==> config.mk <==
export PLATFORM = sky130hd
export DESIGN_NAME = dns_name_label_encoder
export DESIGN_NICKNAME = d
export VERILOG_FILES = /design/src/rtl/dnsle_pkg.sv /design/src/rtl/dns_name_label_encoder.sv /design/src/rtl/dnsle_label_ram.sv /design/src/rtl/dnsle_cmd_fifo.sv /design/src/rtl/dnsle_front.sv /design/src/rtl/dnsle_back.sv
export SDC_FILE = /design/constraint.sdc
export NUM_CORES = 1
export LEC_CHECK = 0
export BUFFER_PORTS_ARGS = -buffer_cell sky130_fd_sc_hd__buf_4
export CAP_MARGIN = 20
export CORE_MARGIN = 10
export CORE_UTILIZATION = 63
export DETAILED_ROUTE_END_ITERATION = 7
export PLACE_DENSITY = 0.77
export SLEW_MARGIN = 20
export SYNTH_ARGS = -nofsm -noshare
export SYNTH_HDL_FRONTEND = slang
export SYNTH_HIERARCHICAL = 1
export SYNTH_SLANG_ARGS = --single-unit
export TNS_END_PERCENT = 100
==> constraint.sdc <==
create_clock -name clk_i -period 3.9 [get_ports clk_i]
set_clock_uncertainty 0.1 [all_clocks]
set_input_delay 0.39 -clock clk_i [delete_from_list [all_inputs] [get_ports clk_i]]
set_output_delay 0.39 -clock clk_i [all_outputs]
set_load 0.02 [all_outputs]
==> src/rtl/dnsle_pkg.sv <==
// Shared types and constants for the DNS name label encoder.
// No dependencies; every other file of the block imports this package.
package dnsle_pkg;

  localparam int unsigned MAX_LABEL   = 62;
  localparam int unsigned CNT_W       = 6;
  localparam int unsigned BYTE_W      = 8;
  localparam int unsigned RAM_AW      = CNT_W + 1;
  localparam int unsigned RAM_DEPTH   = 2 ** RAM_AW;
  localparam int unsigned OFIFO_AW    = 2;
  localparam int unsigned OFIFO_DEPTH = 2 ** OFIFO_AW;

  localparam logic [BYTE_W-1:0] DOT_CHAR = 8'h2E;

  // One label flush handed from the front to the back.
  typedef struct packed {
    logic             bank;
    logic [CNT_W-1:0] count;
    logic             ovf;
    logic             term;
  } cmd_t;

  // Back end hands a label bank back to the front.
  typedef struct packed {
    logic valid;
    logic bank;
  } release_t;

  typedef struct packed {
    logic              we;
    logic [RAM_AW-1:0] addr;
    logic [BYTE_W-1:0] data;
  } ram_wr_t;

  typedef struct packed {
    logic [BYTE_W-1:0] data;
    logic              last;
    logic              done;
    logic              tl;
  } res_t;

endpackage

==> src/rtl/dns_name_label_encoder.sv <==
// Top level of the DNS name label encoder: front end, command queue, label
// store and back end. Depends on dnsle_pkg and the dnsle_* submodules.
// Usage:
//   Input queue: drive char_in_i and end_of_name_i with push; a beat is
//   taken at a rising edge with push high and full low. One beat carries
//   one hostname character; end_of_name_i marks the last one.
//   Result queue: while empty is low the oldest encoded byte sits on
//   byte_out_o with its flags; pop high takes it at the rising edge.
//   A dot or the last character flushes the open label as a length byte and
//   its characters; the last character also adds a zero terminator.
// Timing:
//   Plain characters go in at one per cycle while full is low. The label store
//   has two banks, so the front fills the next label while the back plays out
//   the previous one; full rises only when the front returns to a bank the
//   back still reads. A flush passes the command queue, the back end's state
//   register and the read stage into a 4-deep result queue; its bytes follow
//   at one per cycle, read through the single store read port, while the result queue has room.
// Reset: clears the counters, bank ownership and both queues; store contents
//   are not cleared. A stalled result side fills the result queue and halts
//   the back end; the front keeps accepting until it returns to a busy bank.
module dns_name_label_encoder (
  input  logic       clk_i,
  input  logic       rst_ni,
  input  logic       push,
  output logic       full,
  input  logic [7:0] char_in_i,
  input  logic       end_of_name_i,
  output logic       empty,
  input  logic       pop,
  output logic [7:0] byte_out_o,
  output logic       last_of_run_o,
  output logic       name_done_o,
  output logic       too_long_o
);
  import dnsle_pkg::*;

  cmd_t              f_cmd, b_cmd;
  logic              f_cmd_push, cmd_full, cmd_empty, cmd_pop;
  ram_wr_t           ram_wr;
  logic [RAM_AW-1:0] rd_addr;
  logic [BYTE_W-1:0] rd_data;
  release_t          rel;

  dnsle_front u_front (
    .clk_i         (clk_i),
    .rst_ni        (rst_ni),
    .push_i        (push),
    .char_in_i     (char_in_i),
    .end_of_name_i (end_of_name_i),
    .full_o        (full),
    .rel_i         (rel),
    .cmd_full_i    (cmd_full),
    .cmd_push_o    (f_cmd_push),
    .cmd_o         (f_cmd),
    .wr_o          (ram_wr)
  );

  dnsle_cmd_fifo u_cmd_fifo (
    .clk_i   (clk_i),
    .rst_ni  (rst_ni),
    .push_i  (f_cmd_push),
    .data_i  (f_cmd),
    .full_o  (cmd_full),
    .pop_i   (cmd_pop),
    .data_o  (b_cmd),
    .empty_o (cmd_empty)
  );

  dnsle_label_ram u_label_ram (
    .clk_i     (clk_i),
    .wr_i      (ram_wr),
    .rd_addr_i (rd_addr),
    .rd_data_o (rd_data)
  );

  dnsle_back u_back (
    .clk_i         (clk_i),
    .rst_ni        (rst_ni),
    .cmd_empty_i   (cmd_empty),
    .cmd_i         (b_cmd),
    .cmd_pop_o     (cmd_pop),
    .rd_addr_o     (rd_addr),
    .rd_data_i     (rd_data),
    .rel_o         (rel),
    .empty_o       (empty),
    .pop_i         (pop),
    .byte_out_o    (byte_out_o),
    .last_of_run_o (last_of_run_o),
    .name_done_o   (name_done_o),
    .too_long_o    (too_long_o)
  );

endmodule

==> src/rtl/dnsle_label_ram.sv <==
// Two-bank label character store: one write port, one registered read port.
// Depends on dnsle_pkg.
module dnsle_label_ram (
  input  logic                           clk_i,
  input  dnsle_pkg::ram_wr_t             wr_i,
  input  logic [dnsle_pkg::RAM_AW-1:0]   rd_addr_i,
  output logic [dnsle_pkg::BYTE_W-1:0]   rd_data_o
);
  import dnsle_pkg::*;

  logic [BYTE_W-1:0] mem [RAM_DEPTH];
  logic [BYTE_W-1:0] rd_data_q;

  always_ff @(posedge clk_i) begin
    if (wr_i.we) begin
      mem[wr_i.addr] <= wr_i.data;
    end
    rd_data_q <= mem[rd_addr_i];
  end

  assign rd_data_o = rd_data_q;

endmodule

==> src/rtl/dnsle_cmd_fifo.sv <==
// Two-entry queue of label flush commands between front and back.
// Depends on dnsle_pkg.
module dnsle_cmd_fifo (
  input  logic            clk_i,
  input  logic            rst_ni,
  input  logic            push_i,
  input  dnsle_pkg::cmd_t data_i,
  output logic            full_o,
  input  logic            pop_i,
  output dnsle_pkg::cmd_t data_o,
  output logic            empty_o
);
  import dnsle_pkg::*;

  cmd_t       entry_q [2];
  logic       wp_q, wp_d;
  logic       rp_q, rp_d;
  logic [1:0] cnt_q, cnt_d;
  logic       do_push, do_pop;

  assign full_o  = (cnt_q == 2'd2);
  assign empty_o = (cnt_q == 2'd0);
  assign do_push = push_i & ~full_o;
  assign do_pop  = pop_i & ~empty_o;
  assign data_o  = entry_q[rp_q];

  always_comb begin
    wp_d  = do_push ? ~wp_q : wp_q;
    rp_d  = do_pop ? ~rp_q : rp_q;
    cnt_d = cnt_q + {1'b0, do_push} - {1'b0, do_pop};
  end

  always_ff @(posedge clk_i) begin
    if (do_push) begin
      entry_q[wp_q] <= data_i;
    end
  end

  always_ff @(posedge clk_i or negedge rst_ni) begin
    if (!rst_ni) begin
      wp_q  <= 1'b0;
      rp_q  <= 1'b0;
      cnt_q <= 2'd0;
    end else begin
      wp_q  <= wp_d;
      rp_q  <= rp_d;
      cnt_q <= cnt_d;
    end
  end

endmodule

==> src/rtl/dnsle_front.sv <==
// Front end: accepts characters, fills the open label bank, issues flushes.
// Depends on dnsle_pkg.
module dnsle_front (
  input  logic                          clk_i,
  input  logic                          rst_ni,
  input  logic                          push_i,
  input  logic [dnsle_pkg::BYTE_W-1:0]  char_in_i,
  input  logic                          end_of_name_i,
  output logic                          full_o,
  input  dnsle_pkg::release_t           rel_i,
  input  logic                          cmd_full_i,
  output logic                          cmd_push_o,
  output dnsle_pkg::cmd_t               cmd_o,
  output dnsle_pkg::ram_wr_t            wr_o
);
  import dnsle_pkg::*;

  logic             bank_q, bank_d;
  logic [CNT_W-1:0] count_q, count_d;
  logic             ovf_q, ovf_d;
  logic [1:0]       busy_q, busy_d;
  logic             accept, is_dot, room, flush;
  logic [CNT_W-1:0] cnt_new;
  logic             ovf_new;

  // Stall while the back end still drains the bank we own, or the command queue is full.
  assign full_o = busy_q[bank_q] | cmd_full_i;
  assign accept = push_i & ~full_o;

  always_comb begin
    is_dot  = (char_in_i == DOT_CHAR);
    room    = (count_q < CNT_W'(MAX_LABEL));
    flush   = is_dot | end_of_name_i;
    cnt_new = (!is_dot && room) ? count_q + CNT_W'(1) : count_q;
    ovf_new = ovf_q | (~is_dot & ~room);

    wr_o.we   = accept & ~is_dot & room;
    wr_o.addr = {bank_q, count_q};
    wr_o.data = char_in_i;

    cmd_push_o  = accept & flush;
    cmd_o.bank  = bank_q;
    cmd_o.count = cnt_new;
    cmd_o.ovf   = ovf_new;
    cmd_o.term  = end_of_name_i;

    bank_d  = bank_q;
    count_d = count_q;
    ovf_d   = ovf_q;
    if (accept) begin
      if (flush) begin
        bank_d  = ~bank_q;
        count_d = '0;
        ovf_d   = 1'b0;
      end else begin
        count_d = cnt_new;
        ovf_d   = ovf_new;
      end
    end

    busy_d = busy_q;
    if (rel_i.valid) begin
      busy_d[rel_i.bank] = 1'b0;
    end
    if (cmd_push_o) begin
      busy_d[bank_q] = 1'b1;
    end
  end

  always_ff @(posedge clk_i or negedge rst_ni) begin
    if (!rst_ni) begin
      bank_q  <= 1'b0;
      count_q <= '0;
      ovf_q   <= 1'b0;
      busy_q  <= 2'b00;
    end else begin
      bank_q  <= bank_d;
      count_q <= count_d;
      ovf_q   <= ovf_d;
      busy_q  <= busy_d;
    end
  end

endmodule

==> src/rtl/dnsle_back.sv <==
// Back end: plays out length byte, characters and, at the end of a name, a terminator
// per flush, through a read stage and a small result queue. Depends on dnsle_pkg.
module dnsle_back (
  input  logic                          clk_i,
  input  logic                          rst_ni,
  input  logic                          cmd_empty_i,
  input  dnsle_pkg::cmd_t               cmd_i,
  output logic                          cmd_pop_o,
  output logic [dnsle_pkg::RAM_AW-1:0]  rd_addr_o,
  input  logic [dnsle_pkg::BYTE_W-1:0]  rd_data_i,
  output dnsle_pkg::release_t           rel_o,
  output logic                          empty_o,
  input  logic                          pop_i,
  output logic [dnsle_pkg::BYTE_W-1:0]  byte_out_o,
  output logic                          last_of_run_o,
  output logic                          name_done_o,
  output logic                          too_long_o
);
  import dnsle_pkg::*;

  typedef enum logic [3:0] {
    ST_IDLE = 4'b0001,
    ST_LEN  = 4'b0010,
    ST_CHR  = 4'b0100,
    ST_TERM = 4'b1000
  } state_e;

  state_e              state_q, state_d;
  cmd_t                cur_q, cur_d;
  logic [CNT_W-1:0]    idx_q, idx_d;
  logic                s2_valid_q;
  res_t                s2_q, iss_res;
  logic                s2_mem_q, iss_mem, issue;
  res_t                ofifo_q [OFIFO_DEPTH];
  logic [OFIFO_AW-1:0] wp_q, rp_q;
  logic [OFIFO_AW:0]   ocnt_q, ocnt_d;
  logic                credit, at_end, o_pop;
  res_t                push_word, head;

  // Room for one more word counting the one in the read stage.
  assign credit = ((OFIFO_AW+2)'(ocnt_q) + (OFIFO_AW+2)'(s2_valid_q))
                  < (OFIFO_AW+2)'(OFIFO_DEPTH);
  assign at_end    = (idx_q == cur_q.count - CNT_W'(1));
  assign rd_addr_o = {cur_q.bank, idx_q};

  always_comb begin
    state_d     = state_q;
    cur_d       = cur_q;
    idx_d       = idx_q;
    issue       = 1'b0;
    iss_mem     = 1'b0;
    iss_res     = '0;
    cmd_pop_o   = 1'b0;
    rel_o.valid = 1'b0;
    rel_o.bank  = cur_q.bank;

    unique case (state_q)
      ST_IDLE: begin
        if (!cmd_empty_i) begin
          cmd_pop_o = 1'b1;
          cur_d     = cmd_i;
          state_d   = ST_LEN;
        end
      end
      ST_LEN: begin
        if (credit) begin
          issue        = 1'b1;
          iss_res.data = BYTE_W'(cur_q.count);
          iss_res.last = (cur_q.count == '0) & ~cur_q.term;
          iss_res.tl   = cur_q.ovf;
          idx_d        = '0;
          if (cur_q.count != '0) begin
            state_d = ST_CHR;
          end else if (cur_q.term) begin
            state_d = ST_TERM;
          end else begin
            state_d     = ST_IDLE;
            rel_o.valid = 1'b1;
          end
        end
      end
      ST_CHR: begin
        if (credit) begin
          issue        = 1'b1;
          iss_mem      = 1'b1;
          iss_res.last = at_end & ~cur_q.term;
          iss_res.tl   = cur_q.ovf;
          if (at_end) begin
            if (cur_q.term) begin
              state_d = ST_TERM;
            end else begin
              state_d     = ST_IDLE;
              rel_o.valid = 1'b1;
            end
          end else begin
            idx_d = idx_q + CNT_W'(1);
          end
        end
      end
      ST_TERM: begin
        if (credit) begin
          issue        = 1'b1;
          iss_res.last = 1'b1;
          iss_res.done = 1'b1;
          state_d      = ST_IDLE;
          rel_o.valid  = 1'b1;
        end
      end
      default: state_d = ST_IDLE;
    endcase
  end

  // Merge the registered store data into the staged word.
  always_comb begin
    push_word = s2_q;
    if (s2_mem_q) begin
      push_word.data = rd_data_i;
    end
  end

  assign empty_o       = (ocnt_q == '0);
  assign o_pop         = pop_i & ~empty_o;
  assign head          = ofifo_q[rp_q];
  assign byte_out_o    = head.data;
  assign last_of_run_o = head.last;
  assign name_done_o   = head.done;
  assign too_long_o    = head.tl;
  assign ocnt_d        = ocnt_q + (OFIFO_AW+1)'(s2_valid_q) - (OFIFO_AW+1)'(o_pop);

  always_ff @(posedge clk_i) begin
    cur_q    <= cur_d;
    idx_q    <= idx_d;
    s2_q     <= iss_res;
    s2_mem_q <= iss_mem;
    if (s2_valid_q) begin
      ofifo_q[wp_q] <= push_word;
    end
  end

  always_ff @(posedge clk_i or negedge rst_ni) begin
    if (!rst_ni) begin
      state_q    <= ST_IDLE;
      s2_valid_q <= 1'b0;
      wp_q       <= '0;
      rp_q       <= '0;
      ocnt_q     <= '0;
    end else begin
      state_q    <= state_d;
      s2_valid_q <= issue;
      ocnt_q     <= ocnt_d;
      if (s2_valid_q) begin
        wp_q <= wp_q + OFIFO_AW'(1);
      end
      if (o_pop) begin
        rp_q <= rp_q + OFIFO_AW'(1);
      end
    end
  end

endmodule
# Word-level counts from Yosys, hierarchy flattened
# Memory sizes are Yosys's and may differ from the RTL's. A register that Yosys moved wholly into a read port is not among the register bits.
# Index checks and enable logic that the tools add are counted.
[classes] order_cmp=6 addsub=10 n_eq_ne=13 n_mux=44 reduce_logical=17 bitwise_logic=26
[ops] cell="two-way mux 6 bit" count=5
[ops] cell="two-way mux 4 bit" count=7
[ops] cell="two-way mux 1 bit" count=22
[ops] cell="case mux 4 bit (4 select lines)" count=1
[ops] cell="adder 6 x 1 -> 6 bit, second input constant" count=2
[ops] cell="case mux 6 bit (2 select lines)" count=1
[ops] cell="bitwise AND 1 bit" count=10
[ops] cell="NOT 1 bit" count=10
[ops] cell="== test 8 x 6 -> 1 bit, second input constant" count=1
[ops] cell="two-way mux 8 bit" count=1
[ops] cell="!= test 2 x 1 -> 1 bit, second input constant" count=4
[ops] cell="AND reduction 2 bit" count=4
[ops] cell="== test 6 bit" count=1
[ops] cell="logical NOT 6 bit" count=1
[ops] cell="less-than comparator 6 bit, second input constant" count=1
[ops] cell="two-way mux 2 bit" count=3
[ops] cell="case mux 1 bit (3 select lines)" count=2
[ops] cell="nonzero test 6 bit" count=1
[ops] cell="subtractor 6 x 1 -> 6 bit, second input constant" count=1
[ops] cell="AND reduction 5 bit" count=1
[ops] cell="adder 2 x 1 -> 2 bit, second input constant" count=2
[ops] cell="adder 3 x 1 -> 4 bit" count=1
[ops] cell="== test 4 x 1 -> 1 bit, second input constant" count=1
[ops] cell="== test 4 x 2 -> 1 bit, second input constant" count=1
[ops] cell="24 further kinds" count=32
[totals] ramBits=1086 reg_bits=44 memories=3 elab_cells=138 output_inout_bits=13 inputBits=13
[mem_list] memory="u_label_ram.mem" depth=128 width=8 rd=1 rd_ports_with_merged_regs=1 wr=1 line_no="dnsle_label_ram.sv:11" rtl="logic [BYTE_W-1:0] mem [RAM_DEPTH];"
[mem_list] memory="u_back.ofifo_q" depth=4 width=11 rd=1 rd_ports_with_merged_regs=0 wr=1 line_no="dnsle_back.sv:34" rtl="res_t ofifo_q [OFIFO_DEPTH];"
[mem_list] memory="u_cmd_fifo.entry_q" depth=2 width=9 rd=1 rd_ports_with_merged_regs=1 wr=1 line_no="dnsle_cmd_fifo.sv:15" rtl="cmd_t entry_q [2];"

# Logic depth before layout (Yosys ltp)
# Gate-level depths: netlist of run 1.
[depth] depth_word=9 mapped_depth=11 depth_no_buf=11

# Modules after synthesis
# Netlist of run 1, hierarchy kept.
[by_module_without_submodules] mod="dnsle_label_ram" seq_area_each_um2=30909.6 area_per_inst_um2=39665.5 n_inst=1 cells_each=1635
[by_module_without_submodules] mod="dnsle_back" seq_area_each_um2=2273.4 area_per_inst_um2=3528.4 n_inst=1 cells_each=225
[by_module_without_submodules] mod="dnsle_cmd_fifo" seq_area_each_um2=640.6 area_per_inst_um2=849.6 n_inst=1 cells_each=46
[by_module_without_submodules] mod="dnsle_front" seq_area_each_um2=250.2 area_per_inst_um2=792.0 n_inst=1 cells_each=84

# Worst setup path after synthesis of run 1
# No wires, ideal clock.
[synth_timing] path_kind="register to register" startpoint="register u_back.idx_q[0]" endpoint="register u_label_ram.rd_data_q[0], in the netlist u_label_ram/rd_data_o[0], read port of u_label_ram.mem" setup_ps=121 path_slack_ps=855 path_buffers=2 path_stages_with_launch=7 arrival_ps=2824 cell_sequence="edfxtp_1 > clkbuf_1 > buf_1 > mux4_2 > mux4_2 > mux4_2 > mux2_2"
[synth_rtl] item="from (decl)" line_no="dnsle_back.sv:30" rtl="logic [CNT_W-1:0] idx_q, idx_d;"
[synth_rtl] item="from (signal assigned)" line_no="dnsle_back.sv:132" rtl="idx_q <= idx_d;"
[synth_rtl] item="to (decl)" line_no="dnsle_label_ram.sv:12" rtl="logic [BYTE_W-1:0] rd_data_q;"

==> flow_metrics.env, run 1 <==
export IMPL_drtIter0Drc=3294
export IMPL_power_density_nw_per_um2=486
export IMPL_numPortBuffers=25
export IMPL_vias=22100
export IMPL_hold_path_class="input port to register"
export IMPL_ys_top_cells_by_area="edfxtp_1, mux4_2, dfrtp_1"
export IMPL_synth_main_ff_cell="edfxtp_1"
export IMPL_yosys_area_share_simple=0.0275
export IMPL_antenna_found_initial=6
export IMPL_dp_hpwl_um=61300
export IMPL_routed_wl_um=107000
export IMPL_final_nets=2208
export IMPL_end_kind="register"
export IMPL_syn_avg_cell_area_sq_um=22.5
export IMPL_yosys_area_share_adder=0.00380
export IMPL_netlist_area_sq_um=44800
export IMPL_r2r_slack_ns=0.52
export IMPL_setup_viol=0
export IMPL_clockRootBuffer="clkbuf_16"
export IMPL_io_pins=26
export IMPL_cts_tree="yes"
export IMPL_finalWorstSetupSlack_ns=0.518
export IMPL_track_usage=0.265
export IMPL_synth_compound_area_frac=0.00804
export IMPL_cts_sinks=1145
export IMPL_grt_pass1_vias=22500
export IMPL_fp_coreArea_sq_um=70300
export IMPL_fin_crit_sh=0.867
export IMPL_outcome="finished, final reports clean"
export IMPL_mappedNetlistNets=2016
export IMPL_yosysTopAreaCellShare=0.737
export IMPL_clk_latency_ns=0.69
export IMPL_holdPathStages=1
export IMPL_post_cts_buffers=0
export IMPL_synth_warnings=6
export IMPL_dp_slack_ns=0.543
export IMPL_synth_edff_count=1101
export IMPL_first_pass_iters=6
export IMPL_fillCellCount=3718
export IMPL_final_util=0.725
export IMPL_multi_input_area_sq_um=10100
export IMPL_max_vdd_ir_drop_uv=445
export IMPL_core_rowCount=97
export IMPL_initial_core_util=0.638
export IMPL_crit_fanout=17
export IMPL_max_freq_ghz=0.296
export IMPL_synth_cell_types=69
export IMPL_r2r_cells=6
export IMPL_ant_nets=0
export IMPL_fin_tns_setup_ns=0
export IMPL_layout_area_seq_sq_um=34100
export IMPL_gp_congestion=0.838
export IMPL_syn_inst=1990
export IMPL_ctsResizeCount=0
export IMPL_tightest_slew_ns=1.13
export IMPL_final_hold_viol_count=0
export IMPL_async_flop_share=0.0227
export IMPL_synthTopCellsByCount="edfxtp_1, mux4_2, nor2_1, clkbuf_1, buf_4"
export IMPL_gr_total_overflow=0
export IMPL_critical_path_arrival_ns=3.85
export IMPL_slew_headroom=0.249
export IMPL_grt_max_degree=110
export IMPL_cp_start_kind="register"
export IMPL_cp_required_ns=4.37
export IMPL_drive_gt1_frac=0.332
export IMPL_yosysSeqAreaShare=0.760
export IMPL_fp_dieArea_sq_um=82200
export IMPL_synth_seq_cells=1145
export IMPL_htreeDepth=3
export IMPL_synth_xor_area_frac=0.00488
export IMPL_detail_route_vias_per_cell=6.85
export IMPL_critPathKind="register to register"
export IMPL_fin_crit_ns=3.38
export IMPL_grt_pass1_wl_um=158000
export IMPL_clk_pin_slew_ns=0.06
export IMPL_slew_viol_final=0
export IMPL_die_x_um=287
export IMPL_wire_per_inst_um=33.3
export IMPL_synthMuxAreaShare=0.181
export IMPL_die_h_um=287
export IMPL_cts_buffers=109
export IMPL_synth_top_area_cell="edfxtp_1"
export IMPL_cts_buffer_depth=3
export IMPL_rsz0062_at_grt="no"
export IMPL_p_leak_uw=0.0170
export IMPL_drv_cap=0
export IMPL_synth_top_family_by_area="multiplexers"
export IMPL_drc=0
export IMPL_yosysMostFrequentCell="edfxtp_1"
export IMPL_syn_to_final_growth_pct=13.6
==> repair_timing <==
action | in CTS | in global routing
hold buffers | 3 | 0
endpoints found under the setup margin | 0 | 0
endpoints found under the hold margin | 48 | 0
==> worst max-delay path, cell delays in order, from the launching register on <==
cell,delay (ns)
edfxtp_1,0.56
buf_12,0.25
buf_4,0.38
mux4_2,0.56
mux4_2,0.52
mux4_2,0.58
mux2_2,0.29
==> flip-flops by register name (all words and copies together) (netlist names), 4 cells and up <==
register               count
u_cmd_fifo/entry_q        18
u_back/cur_q               8
u_label_ram/rd_data_o      8
u_back/ofifo_q            44
u_front/count_q            6
u_back/state_q             4
u_label_ram/mem         1024
u_back/idx_q               6
u_back/s2_q                6
==> final cells by class <==
cell class / count / area share
inverters: 15 / 0.00111
clock buffers: 125 / 0.0566
clock inverters: 82 / 0.0163
repair buffers: 197 / 0.0356
flip-flops and latches: 1145 / 0.669
diodes: 1 / 0.0000491
multi-input cells: 714 / 0.198
well taps: 940 / 0.0231
==> layout by cell type, fill, tap and decap left out, types with 18 or more instances in the layout <==
cell       instances
clkinv_1          24
nor2_1           139
clkinv_2          28
nand2_1           23
clkbuf_16        112
mux2_2            25
buf_12            23
nand3_1           24
mux4_2           347
dfrtp_1           25
buf_4            166
edfxtp_1        1101
dfxtp_1           18
==> per-layer routing <==
metal  GRT usage  vias to the layer above  routed length (um)
li1            -                     8745                   -
met1       0.353                    11600               37500
met2       0.438                     1446               54500
met3      0.0484                      293               10700
met4       0.104                        8                4450
met5           0                        -                  58
==> logic make-up (layout without fill, tap and decap cells) <==
| kind of cell | count (synthesis) | after routing |
|---|---|---|
| other cells | 0 | 1 |
| buf+inv | 131 | 419 |
| xor+xnor | 25 | 25 |
| simple gates | 258 | 258 |
| flops | 1145 | 1145 |
| fa+ha+maj | 13 | 13 |
| compound gates | 44 | 44 |
| mux | 374 | 374 |
==> path summary, 6_finish.rpt <==
kind	to	start
max in group asynchronous	u_back/state_q[0]$_DFFE_PN1P_	rst_ni
worst min register to register	u_back/ofifo_q[3][1]$_DFFE_PP_	u_back/push_word[1]$_SDFF_PN0_
worst min-delay path	u_label_ram/mem[76][1]$_DFFE_PP_	char_in_i[1]
min in group asynchronous	u_back/rp_q[1]$_DFFE_PN0P_	rst_ni
worst max-delay path	u_label_ram/rd_data_o[6]$_DFF_P_	u_back/idx_q[0]$_SDFFCE_PN0P_
worst max register to register	u_label_ram/rd_data_o[6]$_DFF_P_	u_back/idx_q[0]$_SDFFCE_PN0P_
==> metrics by stage <==
step	cell area, sq um	power, uW	cells	hold slack [ns]
after floorplan	44800	14000	1990	-0.00559
after global placement	47100	14200	3005	0.215
after detailed placement	47100	14200	3006	0.227
after CTS	50900	24900	3216	0.0155
after global routing	50900	25400	3218	0.0429
final	50900	24800	3219	0.0537
==> report_power, final <==
group          leakage (uW)  internal [uW]  switching [uW]
Sequential           0.0105          13500            85.8
Clock               0.00181           6250            4580
Combinational       0.00470            114             260
(Power assumes the default switching activity.)
==> run 2, diff against run 1 <==
--- a/config.mk
+++ b/config.mk
@@ -7,8 +7,10 @@
 export LEC_CHECK = 0
 export BUFFER_PORTS_ARGS = -buffer_cell sky130_fd_sc_hd__buf_4
 export CAP_MARGIN = 20
+export CELL_PAD_IN_SITES_DETAIL_PLACEMENT = 1
+export CELL_PAD_IN_SITES_GLOBAL_PLACEMENT = 2
 export CORE_MARGIN = 10
-export CORE_UTILIZATION = 63
+export CORE_UTILIZATION = 51
 export DETAILED_ROUTE_END_ITERATION = 7
 export PLACE_DENSITY = 0.77
 export SLEW_MARGIN = 20
==> flow_metrics.env, run 2 (synthesis gave the netlist of run 1 again) <==
export IMPL_power_frac_comb=0.015
export IMPL_final_cell_mix="edfxtp_1, mux4_2, buf_4, nor2_1, clkbuf_16"
export IMPL_gp_congestion=0.791
export IMPL_fin_crit_sh=0.865
export IMPL_grt_max_degree=97
export IMPL_clk_latency_ns=0.70
export IMPL_reg_top3="u_label_ram/mem: 1024 flops, u_back/ofifo_q: 44 flops, u_cmd_fifo/entry_q: 18 flops"
export IMPL_r2r_slack_ns=0.53
export IMPL_die_x_um=317
export IMPL_cts_buffer_depth=3
export IMPL_path_buf_inv=2
export IMPL_crit_reg2reg_capture="u_label_ram/rd_data_o[6]$_DFF_P_"
export IMPL_hold_path_startpoint="push"
export IMPL_power_density_nw_per_um2=486
export IMPL_track_usage=0.219
export IMPL_p_leak_uw=0.0169
export IMPL_critPathKind="register to register"
export IMPL_crit_fanout=53
export IMPL_rsz0062_at_grt="no"
export IMPL_drc=0
export IMPL_netSwitchingFraction=0.201
export IMPL_hold_path_class="input port to register"
export IMPL_detail_route_vias_per_cell=6.19
export IMPL_end_kind="register"
export IMPL_top_layer="met4"
export IMPL_r2r_cells=6
export IMPL_die_h_um=317
export IMPL_syn_to_final_growth_pct=13.9
export IMPL_met2_length_um=53100
export IMPL_fp_coreArea_sq_um=87000
export IMPL_ant_nets=0
export IMPL_grt_pass1_wl_um=159000
export IMPL_clk_pin_slew_ns=0.06
export IMPL_slowest_delay_ns=0.60
export IMPL_post_cts_buffers=0
export IMPL_numPortBuffers=25
export IMPL_initial_core_util=0.515
export IMPL_crit_family="multiplexers"
export IMPL_max_vdd_ir_drop_uv=419
export IMPL_dr_wl_met3_um=7700
export IMPL_setup_viol=0
export IMPL_min_to="u_front/count_q[3]$_DFFE_PN0N_"
export IMPL_fin_crit_ns=3.37
export IMPL_fin_tns_setup_ns=0
export IMPL_slew_headroom=0.263
export IMPL_vias=21200
export IMPL_routed_wl_um=108000
export IMPL_htreeDepth=3
export IMPL_slowest_stage="mux4_2"
export IMPL_fp_dieArea_sq_um=100000
export IMPL_drtIter0Drc=2135
export IMPL_cts_tree="yes"
export IMPL_io_pins=26
export IMPL_antenna_found_initial=4
export IMPL_max_freq_ghz=0.297
export IMPL_layout_commonest_cell="edfxtp_1"
export IMPL_drv_cap=0
export IMPL_clockRootBuffer="clkbuf_16"
export IMPL_grt_pass1_vias=22700
export IMPL_wire_per_inst_um=31.5
export IMPL_final_nets=2211
export IMPL_cts_buffers=116
export IMPL_n_antenna_cell=0
export IMPL_dp_hpwl_um=65500
export IMPL_final_util=0.587
export IMPL_tightest_slew_ns=1.11
export IMPL_gr_total_overflow=0
export IMPL_final_hold_viol_count=0
export IMPL_crit_top_cell="mux4_2"
export IMPL_cp_required_ns=4.38
export IMPL_holdPathStages=4
export IMPL_p_int_uw=19800
export IMPL_first_pass_iters=5
export IMPL_p_switching_uw=4990
export IMPL_ctsResizeCount=0
export IMPL_m1WireLength_um=43600
export IMPL_critical_path_arrival_ns=3.85
export IMPL_outcome="finished, final reports clean"
export IMPL_cts_sinks=1145
export IMPL_p_seq_frac=0.546
export IMPL_slew_viol_final=0
export IMPL_clkPwrFrac=0.438
export IMPL_r2r_start="u_back/idx_q[0]$_SDFFCE_PN0P_"
export IMPL_drive_gt1_frac=0.330
export IMPL_regMostFlops="u_label_ram/mem"
export IMPL_cp_start_kind="register"
export IMPL_largest_register_ff_count=1024
export IMPL_core_rowCount=108
export IMPL_crit_chain="buf_12 > buf_12 > mux4_2 > mux4_2 > mux4_2 > mux2_2"
[run 2: repair_timing]
| action | 4_1_cts | 5_1_grt |
|---|---|---|
| endpoints found under the hold margin | 30 | 0 |
| hold buffers | 3 | 0 |
| endpoints found under the setup margin | 0 | 0 |
[run 2: layout make-up]
class,instances,area (sq um)
fill,7140,36000
sequential,1145,34100
multi-input combinational,714,10100
clock buffer,137,3050
timing repair buffer,193,1640
tap,1155,1450
clock inverter,72,681
inverter,15,56.3
[run 2: worst min-delay path, delay by kind of cell]
kind                   cells  cell delay (ns)
and+or+nand+nor            2             0.15
AOI/OAI and AO/OA          1             0.14
buffers and inverters      1             0.11
[run 2: how the worst max path moves through the flow]
stage / startpoint / endpoint / slack [ns] / depth (start not counted)
final: u_back/idx_q[0]$_SDFFCE_PN0P_ / u_label_ram/rd_data_o[6]$_DFF_P_ / 0.53 / 6
after global routing: u_back/idx_q[0]$_SDFFCE_PN0P_ / u_label_ram/rd_data_o[4]$_DFF_P_ / 0.43 / 6
after CTS: u_back/idx_q[0]$_SDFFCE_PN0P_ / u_label_ram/rd_data_o[4]$_DFF_P_ / 0.51 / 6
after detailed placement: u_back/idx_q[0]$_SDFFCE_PN0P_ / u_label_ram/rd_data_o[6]$_DFF_P_ / 0.53 / 6
after global placement: u_back/idx_q[0]$_SDFFCE_PN0P_ / u_label_ram/rd_data_o[6]$_DFF_P_ / 0.57 / 6
after floorplan: u_back/idx_q[0]$_SDFFCE_PN0P_ / u_label_ram/rd_data_o[0]$_DFF_P_ / 0.85 / 6
[run 2: metal layers]
| metal | vias to the layer above | GRT usage |
|---|---|---|
| met4 | 0 | 0.0773 |
| li1 | 8720 | - |
| met2 | 838 | 0.350 |
| met3 | 192 | 0.0400 |
| met1 | 11500 | 0.304 |
| met5 | - | 0 |
[run 2: power by group through the flow]
| stage | sequential [uW] | combinational [uW] | clock, uW |
|---|---|---|---|
| finish | 13600 | 379 | 10900 |
| global route | 13600 | 422 | 11500 |
| CTS | 13600 | 381 | 11100 |
| detailed placement | 13800 | 378 | 0 |
| global placement | 13800 | 348 | 0 |
| floorplan | 13800 | 267 | 0 |
[run 2: through the flow]
step                      instance area (sq um)  instances  hold WS (ns)  worst slack, ns  total power [uW]
after CTS                                 51000       3430       0.00334            0.515             25000
after global routing                      51100       3431        0.0447            0.432             25500
after detailed placement                  47300       3218         0.232            0.535             14200
after floorplan                           44800       1990      -0.00559            0.855             14000
after global placement                    47300       3218         0.230            0.570             14200
final                                     51100       3431        0.0329            0.528             24800
